$ cat config.mk
export PLATFORM = sky130hd
export DESIGN_NAME = multi_channel_interlock_monitor
export DESIGN_NICKNAME = d
export VERILOG_FILES = /design/src/mcim_pkg.sv /design/src/mcim_ram.sv /design/src/mcim_ctrl.sv /design/src/mcim_dp.sv /design/src/multi_channel_interlock_monitor.sv
export SDC_FILE = /design/constraint.sdc
export NUM_CORES = 1
export LEC_CHECK = 0
export BUFFER_PORTS_ARGS = -buffer_cell sky130_fd_sc_hd__buf_2
export CORE_ASPECT_RATIO = 0.8
export CORE_UTILIZATION = 35
export DETAILED_ROUTE_END_ITERATION = 8
export PLACE_DENSITY_LB_ADDON = 0.12
export SLEW_MARGIN = 20
export SYNTH_ARGS = -nofsm -noshare
export SYNTH_HDL_FRONTEND = slang
export SYNTH_HIERARCHICAL = 1
export SYNTH_SLANG_ARGS = --single-unit
export TNS_END_PERCENT = 20
$ cat constraint.sdc
create_clock -name clk -period 19.46 [get_ports clk]
set_input_delay 0.973 -clock clk [delete_from_list [all_inputs] [get_ports clk]]
set_output_delay 0.973 -clock clk [all_outputs]
set_load 0.01 [all_outputs]
$ cat src/mcim_pkg.sv
package mcim_pkg;

	localparam logic OP_ADD  = 1'b0;
	localparam logic OP_EVAL = 1'b1;

	localparam logic [1:0] ST_OK      = 2'd0;
	localparam logic [1:0] ST_WARNING = 2'd1;
	localparam logic [1:0] ST_FAULT   = 2'd2;

	localparam int LIMITS_W = 64;

	typedef struct packed {
		logic               op;
		logic [3:0]         channel_index;
		logic signed [15:0] sample;
		logic signed [15:0] warning_low;
		logic signed [15:0] warning_high;
		logic signed [15:0] fault_low;
		logic signed [15:0] fault_high;
	} item_t;

	typedef struct packed {
		logic       accepted;
		logic [3:0] channel;
		logic [1:0] status;
		logic [1:0] worst;
		logic       any_fault;
		logic       any_warning;
	} result_t;

	typedef struct packed {
		logic signed [15:0] warning_low;
		logic signed [15:0] warning_high;
		logic signed [15:0] fault_low;
		logic signed [15:0] fault_high;
	} limits_t;

	typedef struct packed {
		logic capture;
		logic read;
		logic commit;
	} cmd_t;

	typedef struct packed {
		logic out_free;
	} sts_t;

endpackage

$ cat src/mcim_ram.sv
module mcim_ram #(
	parameter int WIDTH = 64,
	parameter int DEPTH = 16
) (
	input  logic                                      clk,
	input  logic                                      we,
	input  logic [((DEPTH > 1) ? $clog2(DEPTH) : 1)-1:0] waddr,
	input  logic [WIDTH-1:0]                          wdata,
	input  logic                                      re,
	input  logic [((DEPTH > 1) ? $clog2(DEPTH) : 1)-1:0] raddr,
	output logic [WIDTH-1:0]                          rdata
);

	logic [WIDTH-1:0] mem_q [DEPTH];

	always_ff @(posedge clk) begin
		if (we) begin
			mem_q[waddr] <= wdata;
		end
		if (re) begin
			rdata <= mem_q[raddr];
		end
	end

endmodule

$ cat src/mcim_ctrl.sv
module mcim_ctrl (
	input  logic          clk,
	input  logic          arst_n,
	input  logic          item_valid,
	output logic          item_stall,
	input  mcim_pkg::sts_t sts,
	output mcim_pkg::cmd_t cmd
);
	import mcim_pkg::*;

	typedef enum logic [1:0] {
		IDLE,
		READ,
		CALC
	} state_t;

	state_t state_q;
	logic   stall_q;

	assign item_stall  = stall_q;
	assign cmd.capture = item_valid && !stall_q;
	assign cmd.read    = (state_q == READ);
	assign cmd.commit  = (state_q == CALC) && sts.out_free;

	always_ff @(posedge clk or negedge arst_n) begin
		if (!arst_n) begin
			state_q <= IDLE;
			stall_q <= 1'b0;
		end else begin
			case (state_q)
				IDLE: begin
					if (item_valid && !stall_q) begin
						state_q <= READ;
						stall_q <= 1'b1;
					end
				end
				READ: begin
					state_q <= CALC;
				end
				CALC: begin
					if (sts.out_free) begin
						state_q <= IDLE;
						stall_q <= 1'b0;
					end
				end
				default: begin
					state_q <= IDLE;
					stall_q <= 1'b0;
				end
			endcase
		end
	end

endmodule

$ cat src/mcim_dp.sv
module mcim_dp #(
	parameter int CHANNELS = 16
) (
	input  logic              clk,
	input  logic              arst_n,
	input  mcim_pkg::item_t   item,
	input  mcim_pkg::cmd_t    cmd,
	output mcim_pkg::sts_t    sts,
	output mcim_pkg::result_t result,
	output logic              result_valid,
	input  logic              result_stall
);
	import mcim_pkg::*;

	localparam int AW = (CHANNELS > 1) ? $clog2(CHANNELS) : 1;
	localparam int CW = $clog2(CHANNELS + 1);

	item_t   item_q;
	result_t result_q;
	logic    result_valid_q;
	logic [CW-1:0] count_q;
	logic [CW-1:0] fault_cnt_q;
	logic [CW-1:0] warn_cnt_q;

	logic [CW+3:0] idx_cmp;
	logic [CW+3:0] cnt_cmp;
	logic [AW+3:0] idx_wide;
	logic [AW+CW-1:0] cnt_wide;
	logic [AW-1:0] idx_addr;
	logic [AW-1:0] cnt_addr;
	logic [3:0]    cnt_chan;
	logic          is_add;
	logic          full;
	logic          add_ok;
	logic          eval_ok;
	logic [LIMITS_W-1:0] lim_rdata;
	logic [1:0]    old_st;
	logic [1:0]    new_st;
	limits_t       lim;
	logic          inc_f;
	logic          dec_f;
	logic          inc_w;
	logic          dec_w;
	logic [CW-1:0] fault_nx;
	logic [CW-1:0] warn_nx;
	logic [1:0]    worst_nx;
	result_t       result_nx;
	limits_t       lim_wdata;

	assign idx_cmp  = {{CW{1'b0}}, item_q.channel_index};
	assign cnt_cmp  = {4'b0000, count_q};
	assign idx_wide = {{AW{1'b0}}, item_q.channel_index};
	assign cnt_wide = {{AW{1'b0}}, count_q};
	assign idx_addr = idx_wide[AW-1:0];
	assign cnt_addr = cnt_wide[AW-1:0];
	assign cnt_chan = cnt_cmp[3:0];

	assign is_add  = (item_q.op == OP_ADD);
	assign full    = (count_q == CW'(CHANNELS));
	assign add_ok  = is_add && !full;
	assign eval_ok = !is_add && (idx_cmp < cnt_cmp);

	assign lim = limits_t'(lim_rdata);

	always_comb begin
		if (item_q.sample <= lim.fault_low || item_q.sample >= lim.fault_high) begin
			new_st = ST_FAULT;
		end else if (item_q.sample <= lim.warning_low ||
				item_q.sample >= lim.warning_high) begin
			new_st = ST_WARNING;
		end else begin
			new_st = ST_OK;
		end
	end

	assign inc_f = eval_ok && (new_st == ST_FAULT);
	assign dec_f = eval_ok && (old_st == ST_FAULT);
	assign inc_w = eval_ok && (new_st == ST_WARNING);
	assign dec_w = eval_ok && (old_st == ST_WARNING);

	assign fault_nx = fault_cnt_q + CW'(inc_f) - CW'(dec_f);
	assign warn_nx  = warn_cnt_q + CW'(inc_w) - CW'(dec_w);

	always_comb begin
		if (fault_nx != '0) begin
			worst_nx = ST_FAULT;
		end else if (warn_nx != '0) begin
			worst_nx = ST_WARNING;
		end else begin
			worst_nx = ST_OK;
		end
	end

	always_comb begin
		result_nx             = '0;
		result_nx.worst       = worst_nx;
		result_nx.any_fault   = (worst_nx == ST_FAULT);
		result_nx.any_warning = (worst_nx != ST_OK);
		if (is_add) begin
			result_nx.accepted = add_ok;
			result_nx.channel  = add_ok ? cnt_chan : 4'd0;
			result_nx.status   = ST_OK;
		end else begin
			result_nx.accepted = eval_ok;
			result_nx.channel  = item_q.channel_index;
			result_nx.status   = eval_ok ? new_st : ST_FAULT;
		end
	end

	always_comb begin
		lim_wdata.warning_low  = item_q.warning_low;
		lim_wdata.warning_high = item_q.warning_high;
		lim_wdata.fault_low    = item_q.fault_low;
		lim_wdata.fault_high   = item_q.fault_high;
	end

	mcim_ram #(
		.WIDTH(LIMITS_W),
		.DEPTH(CHANNELS)
	) u_limit_ram (
		.clk  (clk),
		.we   (cmd.commit && add_ok),
		.waddr(cnt_addr),
		.wdata(lim_wdata),
		.re   (cmd.read),
		.raddr(idx_addr),
		.rdata(lim_rdata)
	);

	mcim_ram #(
		.WIDTH(2),
		.DEPTH(CHANNELS)
	) u_status_ram (
		.clk  (clk),
		.we   (cmd.commit && (add_ok || eval_ok)),
		.waddr(is_add ? cnt_addr : idx_addr),
		.wdata(is_add ? ST_OK : new_st),
		.re   (cmd.read),
		.raddr(idx_addr),
		.rdata(old_st)
	);

	assign sts.out_free = !result_valid_q || !result_stall;
	assign result       = result_q;
	assign result_valid = result_valid_q;

	always_ff @(posedge clk) begin
		if (cmd.capture) begin
			item_q <= item;
		end
		if (cmd.commit) begin
			result_q <= result_nx;
		end
	end

	always_ff @(posedge clk or negedge arst_n) begin
		if (!arst_n) begin
			count_q        <= '0;
			fault_cnt_q    <= '0;
			warn_cnt_q     <= '0;
			result_valid_q <= 1'b0;
		end else begin
			if (cmd.commit) begin
				fault_cnt_q    <= fault_nx;
				warn_cnt_q     <= warn_nx;
				result_valid_q <= 1'b1;
				if (add_ok) begin
					count_q <= count_q + CW'(1);
				end
			end else if (result_valid_q && !result_stall) begin
				result_valid_q <= 1'b0;
			end
		end
	end

endmodule

$ cat src/multi_channel_interlock_monitor.sv
// Channel   Direction  Handshake                   Payload
// item      in         item_valid / item_stall     mcim_pkg::item_t
// result    out        result_valid / result_stall mcim_pkg::result_t
//
// Each item passes through capture, limit and status memory read, and evaluate and commit,
// with item_stall high until commit; the limit and status memory read is registered.
// Reset clears the channel count and the fault and warning counters; no clearing pass.
// A stalled result holds in the output register; the commit waits until it is free.
module multi_channel_interlock_monitor #(
	parameter int CHANNELS = 16
) (
	input  logic              clk,
	input  logic              arst_n,
	input  logic              item_valid,
	output logic              item_stall,
	input  mcim_pkg::item_t   item,
	output logic              result_valid,
	input  logic              result_stall,
	output mcim_pkg::result_t result
);
	import mcim_pkg::*;

	cmd_t cmd;
	sts_t sts;

	mcim_ctrl u_ctrl (
		.clk       (clk),
		.arst_n    (arst_n),
		.item_valid(item_valid),
		.item_stall(item_stall),
		.sts       (sts),
		.cmd       (cmd)
	);

	mcim_dp #(
		.CHANNELS(CHANNELS)
	) u_dp (
		.clk         (clk),
		.arst_n      (arst_n),
		.item        (item),
		.cmd         (cmd),
		.sts         (sts),
		.result      (result),
		.result_valid(result_valid),
		.result_stall(result_stall)
	);

endmodule
# Word-level counts from Yosys, hierarchy flattened
# Memory sizes are Yosys's and may differ from the RTL's. A register that Yosys moved wholly into a read port is not among the register bits.
# Index checks and enable logic that the tools add are counted.
[word_totals] register_bits=115 ramBits=1056 inputBits=89 output_inout_bits=13 word_cells=93 n_memories=2
[mem_list] memory="u_dp.u_limit_ram.mem_q" words=16 width=64 rd=1 rd_clocked_by_memory_dff=1 write_ports=1 line_no="mcim_ram.sv:14" rtl="logic [WIDTH-1:0] mem_q [DEPTH];"
[mem_list] memory="u_dp.u_status_ram.mem_q" words=16 width=2 rd=1 rd_clocked_by_memory_dff=1 write_ports=1 line_no="mcim_ram.sv:14"
[op_classes] n_addsub=5 order_cmp=5 n_eq_ne=10 muxes=21 bitwise_logic=2 reduce_logical=28
[ops] operator="$ge A16 B16 Y1" count=2
[ops] operator="$le A16 B16 Y1" count=2
[ops] operator="$mux W2" count=6
[ops] operator="$logic_and A1 B1 Y1" count=11
[ops] operator="$add A5 B1 Y5" count=2
[ops] operator="$mux W1" count=10
[ops] operator="$reduce_bool A5 Y1" count=2
[ops] operator="$sub A5 B1 Y5" count=2
[ops] operator="$eq A2 B2 Y1 const B" count=4
[ops] operator="$mux W4" count=2
[ops] operator="$mux W7" count=1
[ops] operator="$eq A2 B1 Y1 const B" count=3
[ops] operator="$pmux W2 S3" count=1
[ops] operator="$reduce_and A2 Y1" count=3
[ops] operator="$add A5 B1 Y5 const B" count=1
[ops] operator="$eq A5 B5 Y1 const B" count=1
[ops] operator="$lt A4 B5 Y1" count=1
[ops] operator="$logic_not A1 Y1" count=4
[ops] operator="$logic_or A1 B1 Y1" count=4
[ops] operator="$reduce_bool A2 Y1" count=2
[ops] operator="$pmux W1 S3" count=1
[ops] operator="$reduce_and A3 Y1" count=1
[ops] operator="$logic_not A2 Y1" count=1
[ops] operator="$ne A2 B1 Y1 const B" count=1
[ops] operator="other kinds (2)" count=3

# Depth between registers and ports, before layout
# Gate-level depths: netlist of run 1.
[depth] ltp_word=12 ltp_mapped=21 ltp_nobuf=21

# Cells and area by module
# Netlist of run 1, hierarchy kept.
[modules_own_cells] mod="mcim_ram at u_dp.u_limit_ram" instances=1 cells_per_inst=1647 area_each_um2=40222.3 seq_area_each_um2=32671.3
[modules_own_cells] mod="mcim_dp" instances=1 cells_per_inst=454 area_each_um2=5705.5 seq_area_each_um2=3253.1
[modules_own_cells] mod="mcim_ram at u_dp.u_status_ram" instances=1 cells_per_inst=78 area_each_um2=1400.1 seq_area_each_um2=1021.0
[modules_own_cells] mod="mcim_ctrl" instances=1 cells_per_inst=13 area_each_um2=137.6 seq_area_each_um2=75.1

# Least setup slack after synthesis of run 1
# Ideal clock, no wire load.
[synth_timing] path_kind="input port to flip-flop" start="in result_stall" end="mem u_dp.u_limit_ram.mem_q[0][0] (enable)" setup_time_ns=0.565 arrival_ns=7.507 required_ns=18.895 path_slack_ns=11.389 stages=8 path_buffers=2 cell_sequence="nand2_1 inv_1 nor3_1 clkbuf_1 and2_1 clkbuf_1 or3b_2 nor3_1"
[synth_lines] element="from (decl)" line_no="multi_channel_interlock_monitor.sv:18" rtl="input logic result_stall,"
[synth_lines] element="to (decl)" line_no="mcim_ram.sv:14"

==> flow_summary.ini, run 1 <==
[clock_tree]
cts.sinks = 1236
post_cts_buffers = 0
numCtsBuffers = 132
clk_pin_slew_ps = 60
ctsRootBufferMaster = clkbuf_16
htreeDepth = 4
cts_tree = done
clkLatencyLatePin_ps = 760
cts_resized = 0
cts-hold-fix-buffers = 0
cts_buffer_depth = 3

[yosys]
synth_warnings = 6
synthCells = 2192
yosysSeqAreaShare = 0.7799
synth_nets = 2362
postSynthAreaPerCell_um2 = 21.65
synth_edf_count = 1217
ys.flop_type = edfxtp_1
synthesis.area_um2 = 47470
async_reset_ff_frac = 0.01537
synth_seq_cells = 1236
ys_types = 55

[worst_setup_path]
ff2ff_setup_slack_ps = 14530
startpoint_type = register
cpMostUsedCell = ha_1
crit_chain = ha_1 -> nand4_1 -> nor4_1 -> a21boi_1 -> a2111oi_2 -> mux2i_1 -> a211oi_2 -> nand3_1 -> ha_1 -> inv_1 -> ha_1 -> fa_1 -> a21o_1 -> a21oi_1 -> xnor2_1 -> xor2_1 -> nor2_1 -> nand3_1
end_kind = register
crit_arrival_ps = 5420
worst-path-buf-inv = 1
slowest_stage = a211oi_2
cp_top_family = compound AO/OA/AOI/OAI gates
max_stage_delay_ps = 690
critPathMaxFanout = 6
criticalPathCategory = register to register
cp.required_ps = 19940

[global_route]
antenna_found_initial = 14
grt_max_degree = 112
grt_overflow_total = 0
grt_pass1_wl_um = 172300
grt_pass1_vias = 23620
grt_usage = 0.1777

[die]
dieWidth_um = 413.7
num_rows = 120
io_pins = 102
start_util = 0.3536
fp.dieH_um = 331.4
coreArea_um2 = 134200
die-area_um2 = 137100

[sta]
period_share = 0.2535
clock_skew_ps = 31.20
finalMaxSlewViolations = 0
fin_crit_ps = 4933
max_freq_mhz = 202.7
hold_viol_final = 0
report.final.setup_viol = 0
holdWs_ps = 191.9
tightestPinTransition_ps = 1010
grt_setup_unrepaired = false
fin_setup_tns_ps = 0
relSlewSlack = 0.3264

[pwr]
ir_drop_uv = 77.42
p_int_mw = 4.393
clockPowerShare = 0.450
p_per_area_nw_per_um2 = 101.2
p_switching_mw = 1.129
p_leak_nw = 17.73
seqPwrFrac = 0.527
swShare = 0.2045
p_comb_frac = 0.023

[worst_hold_path]
hold_class = input port to asynchronous set/reset pin

[finish]
drive_gt1_frac = 0.2561
nFillCells = 11870
syn_to_final_growth_pct = 14.92
layout_common_cells = edfxtp_1, mux4_2, clkbuf_16
multi_input_area_um2 = 9807
stdcell_count = 4260
design_area_um2 = 54550
final_common_cell = edfxtp_1
final_nets = 2559
antenna_cells = 0
regArea_um2 = 37020

[routing]
num_vias = 22400
post-route-drc-count = 0
ant_nets = 0
drt-wirelength-per-cell_um = 28.22
dr.pass1.iters = 5
drt-initial-drc-count = 1845
via_per_inst = 5.258
wl_um = 120200

[outcome]
status = finished clean

[placement]
place_inst = 4024
hpwl_um = 63610
port_buffers = 101
gp_congestion = 0.7828
placed_cell_area_um2 = 50280

[run]
maxCapViolations = 0
## state kept, by name (all words and copies together), names as in the netlist
signal                   count
u_ctrl/item_stall            1
u_ctrl/state_q               2
u_dp/count_q                 5
u_dp/fault_cnt_q             5
u_dp/idx_addr                4
u_dp/item_q                 81
u_dp/result                 10
u_dp/result_valid            1
u_dp/u_limit_ram/mem_q    1024
u_dp/u_limit_ram/rdata      64
u_dp/u_status_ram/mem_q     32
u_dp/u_status_ram/rdata      2
u_dp/warn_cnt_q              5
## Yosys cell counts, types with 4 or more instances
library cell,number,area (µm²)
a21o_1,16,120.1
a21oi_1,26,130.1
a22oi_1,131,983.4
buf_1,19,71.32
buf_2,13,65.06
buf_4,7,52.55
buf_6,14,157.7
clkbuf_1,38,142.6
dfrtp_1,19,475.5
edfxtp_1,1217,36550
ha_1,79,988.5
inv_1,80,300.3
mux4_1,4,105.1
mux4_2,260,5856
nand2_1,94,352.8
nand2b_1,8,50.05
nand3_1,12,60.06
nand3b_1,4,30.03
nand4_1,14,87.58
nor2_1,36,135.1
nor2b_1,10,62.56
nor3_1,10,50.05
o211ai_1,5,37.54
o21ai_0,17,85.08
xnor2_1,12,105.1
## cells by family after synthesis
logic type | after synthesis | synth area share
DFF | 1236 | 0.7799
muxes | 269 | 0.1267
AOI/OAI and AO/OA | 211 | 0.03166
and+or+nand+nor | 209 | 0.02075
buffers and inverters | 172 | 0.01671
adders and majority gates | 81 | 0.02167
xor gates and xnor gates | 14 | 0.002583
## path summary, 6_finish.rpt
kind,start,to,cells past startpoint
min in group clk,item[20],u_dp/item_q[20],1
max in group asynchronous,arst_n,u_dp/count_q[4],1
worst min register to register,u_dp/warn_cnt_q[4],u_dp/warn_cnt_q[4],1
worst max register to register,u_dp/item_q[79],u_dp/result[0],18
worst max-delay path,u_dp/item_q[79],u_dp/result[0],18
worst min-delay path,arst_n,u_dp/warn_cnt_q[3],1
## area by class of cell
type                    count  area share
multi-input cells         784      0.1798
flip-flops and latches   1236      0.6787
repair buffers            154     0.01725
inverters                  81    0.005574
clock inverters            73     0.01307
clock buffers             163     0.06503
well taps                1769     0.04058
## metal layers
| metal | wire length (µm) | part of all wire | vias to the layer above | track usage |
|---|---|---|---|---|
| li1 | - | - | 9533 | - |
| met1 | 54440 | 0.45 | 12190 | 0.2512 |
| met2 | 57240 | 0.48 | 503 | 0.2771 |
| met3 | 6215 | 0.052 | 163 | 0.03908 |
| met4 | 2242 | 0.019 | 14 | 0.04748 |
| met5 | 73 | 0.00061 | - | 0 |
## power by group through the flow
stage / clock network [mW] / logic, mW / registers [mW]
after global routing: 2.66 / 0.138 / 2.91
after detailed placement: 0 / 0.124 / 2.97
after global placement: 0 / 0.124 / 2.97
final: 2.49 / 0.125 / 2.91
after floorplan: 0 / 0.0828 / 2.96
after CTS: 2.56 / 0.126 / 2.91
## per-stage QoR
stage / power [mW] / worst slack (ps) / utilization
floorplan: 3.044 / 11390 / -
global placement: 3.091 / 14430 / 0.3746
detailed placement: 3.092 / 14490 / 0.3746
CTS: 5.598 / 14460 / 0.4063
global route: 5.708 / 14160 / 0.4064
finish: 5.523 / 14530 / 0.4064
(Power assumes the default switching activity.)
==> inputs of run 2 (changes only) <==
Clock period 19.46 ns to 4.64 ns, I/O delays scaled along.
==> flow_summary.ini, run 2 (same netlist as run 1, synthesis figures left out) <==
[global_route]
grt_pass1_wl_um = 169100
grt_overflow_total = 0
antenna_found_initial = 13
grt_max_degree = 125
grt_pass1_vias = 23440
grt_usage = 0.1737

[clock_tree]
htreeDepth = 4
cts.sinks = 1236
ctsRootBufferMaster = clkbuf_16
numCtsBuffers = 131
clk_pin_slew_ps = 60
cts_buffer_depth = 3
cts_tree = done
clkLatencyLatePin_ps = 770

[placement]
pre_cts_slack_ps = -61.54
place_inst = 4030
hpwl_um = 59510
port_buffers = 101
gp_congestion = 0.7880

[worst_setup_path]
ff2ff_setup_slack_ps = 180
max_stage_delay_ps = 550
criticalPathCategory = register to register
rr_endpoint = u_dp/result[0]
end_kind = register
cp_top_family = simple AND/OR/NAND/NOR gates
slowest_stage = or4_4
r2r_cells = 16
crit_arrival_ps = 4940
crit_chain = ha_1 -> nand4_1 -> or4_4 -> a21oi_2 -> a2111oi_2 -> mux2i_1 -> o2111ai_2 -> buf_4 -> nand3_1 -> ha_1 -> inv_1 -> ha_1 -> fa_2 -> or4_1 -> nor2_2 -> nand3_1
worst-path-buf-inv = 2
regToRegStartpoint = u_dp/item_q[77]
startpoint_type = register
cpMostUsedCell = ha_1
cp.required_ps = 5120
critPathMaxFanout = 4

[routing]
wl_um = 117700
via_per_inst = 5.173
post-route-drc-count = 0
num_vias = 22580
drt-wirelength-per-cell_um = 26.97
dr.pass1.iters = 5
drt-initial-drc-count = 1936
ant_nets = 0

[sta]
period_share = 0.9606
fin_crit_ps = 4457
setup_slack_ps = 182.9
relSlewSlack = 0.3270
holdWs_ps = 178.1
report.final.setup_viol = 0
clock_skew_ps = 24.80
hold_viol_final = 0
tightestPinTransition_ps = 998.9
max_freq_mhz = 224.4
finalMaxSlewViolations = 0

[die]
coreArea_um2 = 134200
fp.dieH_um = 331.4
dieWidth_um = 413.7
io_pins = 102
num_rows = 120
start_util = 0.3536
die-area_um2 = 137100

[pwr]
ir_drop_uv = 348.1
power_mw = 22.72
p_leak_nw = 18.14
p_per_area_nw_per_um2 = 408.0

[finish]
max_flop_register = u_dp/u_limit_ram/mem_q
largest_reg_flops = 1024
final_util = 0.4148
final_nets = 2660
multi_input_area_um2 = 9918
final_common_cell = edfxtp_1
regArea_um2 = 37020
layout_common_cells = edfxtp_1, mux4_2, clkbuf_16
drive_gt1_frac = 0.2521
syn_to_final_growth_pct = 17.31
top_regs = u_dp/u_limit_ram/mem_q (1024), u_dp/item_q (81), u_dp/u_limit_ram/rdata (64)
nFillCells = 11720
stdcell_count = 4365

[worst_hold_path]
min-delay-start = item[2]
worstHoldPathCells = 2
hold_class = input port to register
hold_path_end = u_dp/item_q[2]

[run]
maxCapViolations = 0

[outcome]
status = finished clean
==> run 2: cell types whose count changed in the layout (fill, tap and decap cells not counted), moves of 3 or more <==
cell           delta
buf_4             -9
clkinv_2          +4
buf_12           +22
nor3_4            +4
ha_1              -3
ha_4              +3
bufinv_16         -8
dlygate4sd3_1    +89
nor3_2            -4
clkinv_1          +7
==> run 2: routing by layer <==
layer  global-route usage  wire, µm  vias to the layer above
met3              0.03349      5214                      156
met1               0.2494     54370                    12190
li1                     -         -                     9750
met2               0.2697     55700                      479
met4              0.04803      2378                       10
met5                    0        64                        -
==> run 2: layout make-up <==
cell class | instances | area share
antenna | 2 | 0.00008988
clock buffer | 161 | 0.06281
clock inverter | 76 | 0.009303
inverter | 81 | 0.005460
multi-input combinational | 784 | 0.1781
sequential | 1236 | 0.6649
tap | 1769 | 0.03975
timing repair buffer | 256 | 0.03959
==> run 2: stage by stage <==
step                      TNS [ps]  cell area (µm²)
after global routing        -83.55            55680
after detailed placement    -61.54            50630
after floorplan            -621040            47500
after CTS                        0            55550
final                            0            55680
after global placement           0            50630
==> run 2: worst max-delay path by stage <==
stage	start	to	slack, ps	cells past startpoint
after floorplan	u_dp/result_valid	u_dp/u_limit_ram/mem_q[5][0]	-850	8
after global placement	u_dp/item_q[79]	u_dp/result[0]	30	19
after detailed placement	u_dp/item_q[79]	u_dp/result[0]	-60	19
after CTS	u_dp/item_q[79]	u_dp/result[0]	40	19
after global routing	u_dp/item_q[78]	u_dp/result[0]	-40	18
final	u_dp/item_q[77]	u_dp/result[0]	180	16
==> run 2: timing repair <==
item,CTS,global route
hold endpoints to repair,107,0
setup endpoints to repair,2,3
setup buffers,0,7
hold buffers,89,0
pin swaps,0,6
resized for setup,3,9
==> run 2: where the power goes <==
group          switching [mW]  internal (mW)  leakage (nW)
Sequential             0.0387           12.1          11.2
Clock                    4.32           5.55          1.96
Combinational           0.370          0.300          5.01
Total                    4.73           18.0          18.1
==> inputs of run 3 (changes only) <==
Settings changed: ABC_AREA set to 1, CTS_BUF_LIST set to sky130_fd_sc_hd__clkbuf_2 sky130_fd_sc_hd__clkbuf_4 sky130_fd_sc_hd__clkbuf_8.
==> flow_summary.ini, run 3 <==
[clock_tree]
cts_tree = done
ctsRootBufferMaster = clkbuf_8
cts_buffer_depth = 3
post_cts_buffers = 0
clkLatencyLatePin_ps = 950
numCtsBuffers = 204
htreeDepth = 4
cts.sinks = 1236
clk_pin_slew_ps = 70

[worst_hold_path]
worstHoldPathCells = 2
hold_class = input port to register
min-delay-start = item[75]
hold_path_end = u_dp/item_q[75]

[die]
dieWidth_um = 439.3
num_rows = 127
start_util = 0.3550
coreArea_um2 = 150800
fp.dieH_um = 351.8
die-area_um2 = 154500
io_pins = 102

[finish]
top_regs = u_dp/u_limit_ram/mem_q (1024), u_dp/item_q (81), u_dp/u_limit_ram/rdata (64)
regArea_um2 = 37020
layout_common_cells = nand2_1, edfxtp_1, inv_1
final_common_cell = nand2_1
nFillCells = 14490
syn_to_final_growth_pct = 15.80
largest_reg_flops = 1024
final_util = 0.4111
drive_gt1_frac = 0.09930
final_nets = 5443
multi_input_area_um2 = 11780
max_flop_register = u_dp/u_limit_ram/mem_q

[sta]
tightestPinTransition_ps = 968.2
max_freq_mhz = 260.0
hold_viol_final = 0
clock_skew_ps = 33.68
grt_setup_unrepaired = false
report.final.setup_viol = 0
setup_slack_ps = 793.8
fin_setup_tns_ps = 0
relSlewSlack = 0.3546
fin_crit_ps = 3846
finalMaxSlewViolations = 0
period_share = 0.8289

[routing]
post-route-drc-count = 0
drt-wirelength-per-cell_um = 20.38
num_vias = 34640
ant_nets = 0
drt-initial-drc-count = 2619
via_per_inst = 4.658
dr.pass1.iters = 7
wl_um = 151600

[yosys]
synth_seq_cells = 1236
synth_warnings = 6
synthTopCellsByArea = edfxtp_1, nand2_1, nand3_1, inv_1, ha_1
synth_top_cell_by_area = edfxtp_1
synthesis.area_um2 = 53540
synth_nets = 5115
yosysSeqAreaShare = 0.6915
synth_edf_count = 1217
postSynthAreaPerCell_um2 = 10.83
synthCells = 4945
ys_types = 38
ys.flop_type = edfxtp_1
synth.most_common_cell = nand2_1
synth_top_area_frac = 0.6826
synth_commonest_cells = nand2_1, edfxtp_1, inv_1
async_reset_ff_frac = 0.01537

[worst_setup_path]
r2r_cells = 20
slowest_stage = edfxtp_1
ff2ff_setup_slack_ps = 790
startpoint_type = register
max_stage_delay_ps = 480
crit_chain = ha_1 -> nand2_1 -> nor2_1 -> nand2_2 -> inv_2 -> nand2_1 -> nand2_1 -> inv_1 -> nand3_2 -> nand3_4 -> nor2_4 -> nand3_1 -> ha_1 -> inv_1 -> ha_1 -> fa_1 -> xor2_1 -> nor3_1 -> nor3b_1 -> nand4_1
regToRegStartpoint = u_dp/item_q[75]
rr_endpoint = u_dp/result[0]
criticalPathCategory = register to register
crit_arrival_ps = 4530
critPathMaxFanout = 5
cp.required_ps = 5320
end_kind = register

[global_route]
grt_pass1_vias = 33280
antenna_found_initial = 20
grt_overflow_total = 0
grt_max_degree = 131
grt_pass1_wl_um = 223500
grt_usage = 0.1977

[placement]
port_buffers = 101
gp_congestion = 0.7902
pre_cts_slack_ps = 754.0
hpwl_um = 77550

[outcome]
status = finished clean

[pwr]
p_per_area_nw_per_um2 = 460.5
power_mw = 28.55
ir_drop_uv = 257.8
p_leak_nw = 26.10

[run]
maxCapViolations = 0
## run 3: cell count changes in the layout (fill, tap and decap cells not counted), moves of 15 or more
cell,change
dlygate4sd3_1,+68
a22oi_1,-131
mux4_2,-260
clkbuf_1,-25
inv_1,+827
clkinv_1,+17
nand2_1,+1422
clkbuf_4,+79
nand3_1,+801
nor2_1,+16
clkbuf_16,-136
clkbuf_8,+211
buf_12,+18
a21o_1,-15
## run 3: report_power, final
group	leakage (nW)	internal [mW]	switching (mW)
sequential	11.2	13.4	0.590
combinational	12.8	1.45	3.59
clock	2.09	5.09	4.43
total	26.1	19.9	8.61
## run 3: worst max-delay path by stage
stage | from | end | slack, ps
3_5_place_dp | u_dp/item_q[75] | u_dp/result[0] | 750
6_report | u_dp/item_q[75] | u_dp/result[0] | 790
4_1_cts | u_dp/item_q[75] | u_dp/result[0] | 750
3_3_place_gp | u_dp/item_q[79] | u_dp/result[0] | 830
5_1_grt | u_dp/item_q[75] | u_dp/result[0] | 510
2_1_floorplan | u_dp/result_valid | u_dp/u_limit_ram/mem_q[12][0] | -770
## run 3: kinds of logic (layout without fill, tap and decap cells)
logic type                 count (synthesis)  in the layout  share of synthesized area
AOI/OAI and AO/OA                         68             68                   0.006707
xor gates and xnor gates                  12             12                   0.001963
adders and majority gates                 81             81                    0.01921
buffers and inverters                   1137           1620                    0.09082
DFF                                     1236           1236                     0.6915
other                                      0             11                          0
and+or+nand+nor                         2411           2411                     0.1898
## run 3: routing by layer
| layer | up-vias | track usage | share of wire |
|---|---|---|---|
| met1 | 16810 | 0.2779 | 0.47 |
| met2 | 793 | 0.3101 | 0.45 |
| li1 | 16790 | - | - |
| met3 | 256 | 0.03685 | 0.052 |
| met4 | 4 | 0.05902 | 0.024 |
| met5 | - | 0 | 0.00014 |
## run 3: stage by stage
step	hold slack, ps	area [µm²]	std cells
global placement	234.8	56450	6908
detailed placement	240.6	56450	6908
floorplan	-63.59	53540	4945
CTS	4.569	61960	7426
global route	17.72	61980	7433
finish	75.60	62000	7438
## run 3: cell type report
type / instances / share of cell area
diodes: 11 / 0.0004440
clock buffers: 290 / 0.05641
clock inverters: 71 / 0.007225
inverters: 919 / 0.05631
multi-input cells: 2572 / 0.1901
flip-flops and latches: 1236 / 0.5971
well taps: 1999 / 0.04034
repair buffers: 340 / 0.05207
## run 3: critical path: cells and delay by family (launching register included)
family / cells / cell delay [ps]
and+or+nand+nor: 12 / 1580
buffers and inverters: 3 / 130
adders and majority gates: 4 / 1240
DFF: 1 / 480
xor gates and xnor gates: 1 / 170
## run 3: repair_timing
item,in CTS,in global routing
hold buffers,157,1
endpoints found under the hold margin,131,19
gates resized for setup,0,0
